### src/rtl/core/tfds_pkg.sv
// Package for the touch frame decode and scale unit: types, constants, register indexes.
package tfds_pkg;

   // Native touch grid of the controller
   localparam int unsigned NATIVE_WIDTH  = 258;
   localparam int unsigned NATIVE_HEIGHT = 960;

   // Register reset values
   localparam logic [11:0] DISPLAY_WIDTH_RESET  = 12'(NATIVE_WIDTH);
   localparam logic [11:0] DISPLAY_HEIGHT_RESET = 12'(NATIVE_HEIGHT);
   localparam logic [7:0]  FAIL_LIMIT_RESET     = 8'd50;
   localparam logic [15:0] RETRY_INTERVAL_RESET = 16'd5000;

   // Register indexes
   localparam int unsigned CSR_INDEX_W = 8;
   localparam int unsigned CSR_DATA_W  = 16;
   localparam logic [CSR_INDEX_W-1:0] CSR_DISPLAY_WIDTH  = 8'd0;
   localparam logic [CSR_INDEX_W-1:0] CSR_DISPLAY_HEIGHT = 8'd1;
   localparam logic [CSR_INDEX_W-1:0] CSR_FAIL_LIMIT     = 8'd2;
   localparam logic [CSR_INDEX_W-1:0] CSR_RETRY_INTERVAL = 8'd3;

   // Request action codes
   localparam logic ACTION_POLL      = 1'b0;
   localparam logic ACTION_RECONNECT = 1'b1;

   // Event codes that carry a contact
   localparam logic [1:0] EVENT_DOWN    = 2'd0;
   localparam logic [1:0] EVENT_CONTACT = 2'd2;

   // Frame field masks
   localparam logic [7:0] NIBBLE_MASK = 8'h0F;
   localparam logic [1:0] EVENT_MASK  = 2'h3;

   // Scaling products: raw coordinate (inside grid) times a 12-bit display size
   localparam int unsigned PROD_X_W = 21;
   localparam int unsigned PROD_Y_W = 22;

   // Exact reciprocals for truncating division of the products by the native size
   localparam int unsigned RECIP_W       = 24;
   localparam int unsigned RECIP_X_SHIFT = 30;
   localparam int unsigned RECIP_Y_SHIFT = 32;
   localparam longint unsigned RECIP_X_L =
      ((64'd1 << RECIP_X_SHIFT) + NATIVE_WIDTH - 1) / NATIVE_WIDTH;
   localparam longint unsigned RECIP_Y_L =
      ((64'd1 << RECIP_Y_SHIFT) + NATIVE_HEIGHT - 1) / NATIVE_HEIGHT;
   localparam logic [RECIP_W-1:0] RECIP_X = RECIP_W'(RECIP_X_L);
   localparam logic [RECIP_W-1:0] RECIP_Y = RECIP_W'(RECIP_Y_L);

   localparam logic [7:0] FAIL_COUNT_MAX = 8'hFF;

   typedef struct packed {
      logic        action;
      logic        transfer_ok;
      logic [7:0]  count_byte;
      logic [7:0]  event_xhigh_byte;
      logic [7:0]  x_low_byte;
      logic [7:0]  y_high_byte;
      logic [7:0]  y_low_byte;
      logic [31:0] now_ms;
   } req_type;

   typedef struct packed {
      logic        pressed;
      logic [11:0] touch_x;
      logic [11:0] touch_y;
      logic        link_down;
      logic        retry_due;
      logic [31:0] last_activity_ms;
   } rsp_type;

endpackage

### src/rtl/core/touch_frame_decode_scale_unit.sv
// Touch frame decode and scale unit: decode, scale and link-health tracking in one pipeline.
// Throughput: one request per cycle unless rsp_ready stalls the pipeline; the input
// register, the product register and the response register each hold one request,
// so up to three requests are in flight.
// The pace is set by the combinational scale multiply and the reciprocal divide stage.
// Reset (synchronous, active high) empties the pipeline, clears the link tracker, held
// point and activity time, and loads the register defaults.
module touch_frame_decode_scale_unit (
   input  logic                               clock,
   input  logic                               reset,
   input  logic                               req_valid,
   output logic                               req_ready,
   input  tfds_pkg::req_type                  req_payload,
   output logic                               rsp_valid,
   input  logic                               rsp_ready,
   output tfds_pkg::rsp_type                  rsp_payload,
   input  logic                               csr_valid,
   output logic                               csr_ready,
   input  logic [tfds_pkg::CSR_INDEX_W-1:0]   csr_index,
   input  logic [tfds_pkg::CSR_DATA_W-1:0]    csr_wdata
);
   import tfds_pkg::*;

   typedef struct packed {
      logic                action;
      logic                transfer_ok;
      logic                frame_good;
      logic [31:0]         now_ms;
      logic [PROD_X_W-1:0] prod_x;
      logic [PROD_Y_W-1:0] prod_y;
   } mul_type;

   // Configuration registers
   logic [11:0] display_width_ff;
   logic [11:0] display_height_ff;
   logic [7:0]  fail_limit_ff;
   logic [15:0] retry_interval_ff;

   // Tracker and held state
   logic [7:0]  failure_count_ff, failure_count_in;
   logic        link_lost_ff, link_lost_in;
   logic [31:0] down_since_ff, down_since_in;
   logic [11:0] held_x_ff, held_x_in;
   logic [11:0] held_y_ff, held_y_in;
   logic [31:0] activity_ff, activity_in;

   // Pipeline registers
   logic    in_vld_ff, mul_vld_ff, rsp_vld_ff;
   req_type in_ff;
   mul_type mul_ff, mul_in;
   rsp_type rsp_ff, rsp_in;

   logic rsp_load, mul_load, in_load;

   // Pipeline flow: each stage loads when it is empty or its content moves on
   assign rsp_load    = !rsp_vld_ff || rsp_ready;
   assign mul_load    = !mul_vld_ff || rsp_load;
   assign in_load     = !in_vld_ff || mul_load;
   assign req_ready   = in_load;
   assign rsp_valid   = rsp_vld_ff;
   assign rsp_payload = rsp_ff;
   assign csr_ready   = 1'b1;

   always_ff @(posedge clock) begin
      if (reset) begin
         in_vld_ff  <= 1'b0;
         mul_vld_ff <= 1'b0;
         rsp_vld_ff <= 1'b0;
      end else begin
         if (in_load) in_vld_ff <= req_valid;
         if (mul_load) mul_vld_ff <= in_vld_ff;
         if (rsp_load) rsp_vld_ff <= mul_vld_ff;
      end
   end

   // Capture the request
   always_ff @(posedge clock) begin
      if (in_load && req_valid) in_ff <= req_payload;
   end

   // Configuration writes
   always_ff @(posedge clock) begin
      if (reset) begin
         display_width_ff  <= DISPLAY_WIDTH_RESET;
         display_height_ff <= DISPLAY_HEIGHT_RESET;
         fail_limit_ff     <= FAIL_LIMIT_RESET;
         retry_interval_ff <= RETRY_INTERVAL_RESET;
      end else if (csr_valid && csr_ready) begin
         case (csr_index)
            CSR_DISPLAY_WIDTH:  display_width_ff  <= csr_wdata[11:0];
            CSR_DISPLAY_HEIGHT: display_height_ff <= csr_wdata[11:0];
            CSR_FAIL_LIMIT:     fail_limit_ff     <= csr_wdata[7:0];
            CSR_RETRY_INTERVAL: retry_interval_ff <= csr_wdata;
            default: ;
         endcase
      end
   end

   // Decode the frame and multiply the raw point by the display size
   logic [1:0]  ev;
   logic [11:0] raw_x, raw_y;
   logic [23:0] full_x, full_y;
   always_comb begin
      ev     = in_ff.event_xhigh_byte[7:6] & EVENT_MASK;
      raw_x  = {in_ff.event_xhigh_byte[3:0] & NIBBLE_MASK[3:0], in_ff.x_low_byte};
      raw_y  = {in_ff.y_high_byte[3:0] & NIBBLE_MASK[3:0], in_ff.y_low_byte};
      full_x = {12'd0, raw_x} * {12'd0, display_width_ff};
      full_y = {12'd0, raw_y} * {12'd0, display_height_ff};
      mul_in.action      = in_ff.action;
      mul_in.transfer_ok = in_ff.transfer_ok;
      mul_in.frame_good  = (in_ff.count_byte != 8'd0)
                         && (ev == EVENT_DOWN || ev == EVENT_CONTACT)
                         && (raw_x < 12'(NATIVE_WIDTH))
                         && (raw_y < 12'(NATIVE_HEIGHT));
      mul_in.now_ms      = in_ff.now_ms;
      mul_in.prod_x      = full_x[PROD_X_W-1:0];
      mul_in.prod_y      = full_y[PROD_Y_W-1:0];
   end

   always_ff @(posedge clock) begin
      if (mul_load && in_vld_ff) mul_ff <= mul_in;
   end

   // Divide the products by the native size through exact reciprocals
   logic [PROD_X_W+RECIP_W-1:0] quot_x_full;
   logic [PROD_Y_W+RECIP_W-1:0] quot_y_full;
   logic [11:0] scaled_x, scaled_y;
   assign quot_x_full = {{RECIP_W{1'b0}}, mul_ff.prod_x} * {{PROD_X_W{1'b0}}, RECIP_X};
   assign quot_y_full = {{RECIP_W{1'b0}}, mul_ff.prod_y} * {{PROD_Y_W{1'b0}}, RECIP_Y};
   assign scaled_x    = quot_x_full[RECIP_X_SHIFT +: 12];
   assign scaled_y    = quot_y_full[RECIP_Y_SHIFT +: 12];

   // Update the link tracker and the held point, build the response
   logic [7:0]  fail_bump;
   logic [31:0] since;
   logic        pressed, retry;
   always_comb begin
      failure_count_in = failure_count_ff;
      link_lost_in     = link_lost_ff;
      down_since_in    = down_since_ff;
      held_x_in        = held_x_ff;
      held_y_in        = held_y_ff;
      activity_in      = activity_ff;
      pressed          = 1'b0;
      retry            = 1'b0;
      fail_bump        = (failure_count_ff < FAIL_COUNT_MAX) ? failure_count_ff + 8'd1
                                                             : failure_count_ff;
      since            = mul_ff.now_ms - down_since_ff;
      if (mul_ff.action == ACTION_RECONNECT) begin
         link_lost_in     = 1'b0;
         failure_count_in = 8'd0;
      end else if (link_lost_ff) begin
         if (since >= {16'd0, retry_interval_ff}) begin
            down_since_in = mul_ff.now_ms;
            retry         = 1'b1;
         end
      end else if (!mul_ff.transfer_ok) begin
         failure_count_in = fail_bump;
         if (fail_bump >= fail_limit_ff) begin
            link_lost_in  = 1'b1;
            down_since_in = mul_ff.now_ms;
         end
      end else begin
         failure_count_in = 8'd0;
         if (mul_ff.frame_good) begin
            held_x_in   = scaled_x;
            held_y_in   = scaled_y;
            activity_in = mul_ff.now_ms;
            pressed     = 1'b1;
         end
      end
      rsp_in.pressed          = pressed;
      rsp_in.touch_x          = held_x_in;
      rsp_in.touch_y          = held_y_in;
      rsp_in.link_down        = link_lost_in;
      rsp_in.retry_due        = retry;
      rsp_in.last_activity_ms = activity_in;
   end

   always_ff @(posedge clock) begin
      if (reset) begin
         failure_count_ff <= 8'd0;
         link_lost_ff     <= 1'b0;
         down_since_ff    <= 32'd0;
         held_x_ff        <= 12'd0;
         held_y_ff        <= 12'd0;
         activity_ff      <= 32'd0;
      end else if (rsp_load && mul_vld_ff) begin
         failure_count_ff <= failure_count_in;
         link_lost_ff     <= link_lost_in;
         down_since_ff    <= down_since_in;
         held_x_ff        <= held_x_in;
         held_y_ff        <= held_y_in;
         activity_ff      <= activity_in;
      end
   end

   always_ff @(posedge clock) begin
      if (rsp_load && mul_vld_ff) rsp_ff <= rsp_in;
   end

   // A contact is only reported while the link is up
   a_pressed_link_up: assert property (@(posedge clock) disable iff (reset)
      rsp_vld_ff && rsp_ff.pressed |-> !rsp_ff.link_down)
      else $error("contact reported with link down");

   // A retry request only comes while the link is down
   a_retry_link_down: assert property (@(posedge clock) disable iff (reset)
      rsp_vld_ff && rsp_ff.retry_due |-> rsp_ff.link_down)
      else $error("retry requested with link up");

   // An accepted request occupies the input register next cycle
   a_accept_fills: assert property (@(posedge clock) disable iff (reset)
      req_valid && req_ready |=> in_vld_ff)
      else $error("accepted request lost");

   // A stalled product stage keeps its content
   a_mul_hold: assert property (@(posedge clock) disable iff (reset)
      mul_vld_ff && !rsp_load |=> mul_vld_ff && $stable(mul_ff))
      else $error("product stage changed while stalled");

   // Tracker state moves only when a request reaches the response register
   a_state_hold: assert property (@(posedge clock) disable iff (reset)
      !(rsp_load && mul_vld_ff) |=> $stable(failure_count_ff) && $stable(link_lost_ff))
      else $error("tracker state changed without a request");

endmodule

### config.mk
export PLATFORM = sky130hd
export DESIGN_NAME = touch_frame_decode_scale_unit
export DESIGN_NICKNAME = d
export VERILOG_FILES = /design/src/rtl/core/tfds_pkg.sv /design/src/rtl/core/touch_frame_decode_scale_unit.sv
export SDC_FILE = /design/constraint.sdc
export NUM_CORES = 2
export LEC_CHECK = 0
export ABC_CLOCK_PERIOD_IN_PS = 21800
export BUFFER_PORTS_ARGS = -buffer_cell sky130_fd_sc_hd__buf_4
export CORE_MARGIN = 8
export CORE_UTILIZATION = 66
export CTS_CLUSTER_SIZE = 20
export DETAILED_ROUTE_END_ITERATION = 12
export PLACE_DENSITY = 0.9
export SLEW_MARGIN = 20
export SYNTH_ARGS = -nofsm -noshare
export SYNTH_HDL_FRONTEND = slang
export SYNTH_SLANG_ARGS = --single-unit
### constraint.sdc
create_clock -name clock -period 21.8 [get_ports clock]
set_clock_uncertainty 0.1 [all_clocks]
set_input_delay 1.09 -clock clock [delete_from_list [all_inputs] [get_ports clock]]
set_output_delay 1.09 -clock clock [all_outputs]
set_load 0.01 [all_outputs]
==> metrics.md <==
| Metric | Value |
|---|---|
| Initial core utilization | roughly 67% |
| Area Growth Syn to Fin | 8.550% |
| Die area | roughly 60000 um2 |
| Resized Gates After CTS | 0 |
| FILL cells | around 3300 |
| Worst hold slack | about 0.31 ns |
| Core area | a little over 50000 um2 |
| Number of vias per cell | ~5.8 |
| Cts hold-fix bufs | 0 |
| Dominant cells by area after synthesis | fa_1 (23%), ha_1 (18%), edfxtp_1 (18%), dfxtp_1 (8.7%), inv_1 (6.8%) |
| Clk buf depth | 3 |
| Num CTS Buffers | 38 |
| Critical Path End Type | flop |
| Fraction of layout cells with a size suffix above 1 | between 7 and 8% |
| Post-detail-place hpwl | between 60 and 70 mm |
| Min Clock Period, post-route | around 8.3 ns |
| Ys async rst share | 0% |
| Floorplan die height | ~240 um |
| I/O pin cnt | around 170 |
| Worst r2r path cells | 24 |
| Reg area | around 9100 um2 |
| Synthesized instance count | ~3500 |
| Worst Hold Depth | 0 |
| Area leader, netlist | fa_1 |
| Antenna Nets Post-Route | 0 |
| RSZ-0062 raised after global routing | false |
| Clock transition at the registers of the reported paths | roughly 0.06 ns |
| Drt first pass iters | 6 |
| CTS H-Tree Depth | 2 |
| Worst-path maximum fanout | 5 |
| Status | complete, no violations |
| Final period util | a little under two fifths |
| Multi-input gate area | about 22000 um2 |
| Setup-failing EPs final | 0 |
| Worst Tran Pin Value | ~1.2 ns |
| Setup crit start kind | flop |
| All-Layer GR Usage | a little over a quarter |
| Sequential area share after synthesis | a little over a quarter |
| CP required | 22.14 ns |
| Worst-Skew Late Latency | around 0.56 ns |
| Most frequent cells after synthesis | inv_1 (623), ha_1 (493), nand2_1 (488) |
| WP data arrival | a little under 9 ns |
| Max frequency | 120.0 MHz |
| Post-synth top area share | 22.92% |
| Relative slew slack | 20.50% |
| Vias in the first global route | ~26000 |
| Post-synth EDFFs | between 200 and 250 |
| Yosys reg bits | between 300 and 400 |
| # diodes | 0 |
| Total gr overflow | 0 |
| Final RePlAce weighted congestion | 0.9596 |
| Synthesized area per cell | 9.821 um2 |
| Final setup TNS | 0 ns |
| Vias | roughly 25000 |
| Chip Width | 243.5 um |
| Number of port buffers | 156 |
| Library cells used by synthesis | 78 |
| Largest net degree at the start of global routing | 91 |
| Average wire per standard cell | approximately 19 um |
| Row count | 83 |
| Max-Cap Viols | 0 |
| CTS tree | done |
| Ys Warns | 0 |
| Post-Syn Nets | around 4500 |
| Hold Violations, Final | 0 |
| Top_reg_cell synth | edfxtp_1 |
| Setup bufs post-CTS | 0 |
| Final #Nets | ~4600 |
| DRT iter0 DRCs | a little under 2000 |
| Most numerous cell in the Yosys netlist | inv_1 |
| Root buf cell | clkbuf_16 |
| # clock sinks | 352 |
| Synth Cell Area | roughly 34000 um2 |
| DRC viols | 0 |
| Slew Viols, Final | 0 |
| First-pass GRT wire length | 131.2 mm |
| Critical path class | flop to flop |
| Final wirelength | a little over 80 mm |
| Initial antenna violation count | 0 |
| Worst min-delay path class | flop to flop |
==> critical path, stage by stage, from the launching register on <==
cell and delay (ns):
edfxtp_1 0.53, fa_1 0.77, inv_1 0.19, fa_1 0.62
inv_1 0.08, fa_1 0.47, fa_1 0.52, inv_1 0.05
fa_1 0.54, inv_1 0.06, fa_1 0.53, inv_1 0.06
fa_1 0.50, inv_1 0.05, ha_1 0.18, a21o_1 0.19
a31oi_1 0.18, o22ai_1 0.14, a31oi_1 0.17, and4b_1 0.28
o41ai_1 0.14, and4_1 0.23, a2111oi_0 1.00, o21ai_0 0.30
a221oi_1 0.32
==> worst paths after layout <==
kind,start,end,slack [ns]
setup / recovery,mul_ff[40],held_x_ff[11],13.47
hold / removal,in_ff[27],mul_ff[70],0.31
setup reg to reg,mul_ff[40],held_x_ff[11],13.47
hold reg to reg,in_ff[27],mul_ff[70],0.31
==> cells by family after synthesis <==
kind of cell / synth area share, %
buf+inv: 8.286
flops: 26.61
fa+ha+maj: 41.00
mux: 1.443
xor+xnor: 2.513
simple gates: 12.38
compound gates: 7.758
other cells: 0.01098
==> flip-flops by register name, indices dropped and copies added (netlist names) <==
register and count:
mul_ff 78, in_ff 66, rsp_payload 59, activity_ff 32, down_since_ff 32, retry_interval_ff 16
display_height_ff 12, display_width_ff 12, held_x_ff 12, held_y_ff 12, fail_limit_ff 8, failure_count_ff 8
ev 1, in_vld_ff 1, link_lost_ff 1, mul_vld_ff 1, rsp_valid 1
==> through the flow <==
step,utilization (%),std cells,instance area [um2],worst slack [ns]
floorplan,-,3478,34160,14.22
global placement,69.95,4205,35810,14.04
detailed placement,69.96,4205,35820,13.73
CTS,72.42,4275,37080,13.54
global route,72.42,4275,37080,13.23
finish,72.42,4275,37080,13.47
==> area by class of cell <==
| class | count | share of cell area, % |
|---|---|---|
| Multi-Input combinational cell | 2382 | 60.10 |
| Sequential cell | 352 | 24.51 |
| Inverter | 624 | 6.317 |
| Timing Repair Buffer | 167 | 3.381 |
| Clock buffer | 50 | 2.848 |
| Tap cell | 680 | 2.295 |
| Clock inverter | 20 | 0.5467 |
==> per-layer routing <==
| layer | vias up | part of all wire [%] | global-route usage [%] |
|---|---|---|---|
| met5 | - | 0 | 0 |
| met4 | 0 | 3.4 | 9.762 |
| met3 | 206 | 7.8 | 4.705 |
| met2 | 1029 | 49 | 46.42 |
| met1 | 12260 | 40 | 34.36 |
| li1 | 11470 | - | - |
==> layout by cell type, fill, tap and decap left out, types with 14 or more instances in the layout <==
cell and count:
o211ai_1 18, nor2b_1 16, a31oi_1 14, buf_4 167, nand3_1 71, mux2i_1 47, a21o_1 50, nand2_1 488
fa_1 391, xor2_1 33, nor3_1 24, o21a_1 16, inv_1 623, xnor2_1 65, a21oi_1 116, ha_1 493
edfxtp_1 204, dfxtp_1 148, o21ai_0 95, clkbuf_16 38, and2_1 122, nor2_1 140, nand4_1 24
Power is not shown: default switching activity piles up to over one toggle a cycle in this logic, so the estimate is an artifact.
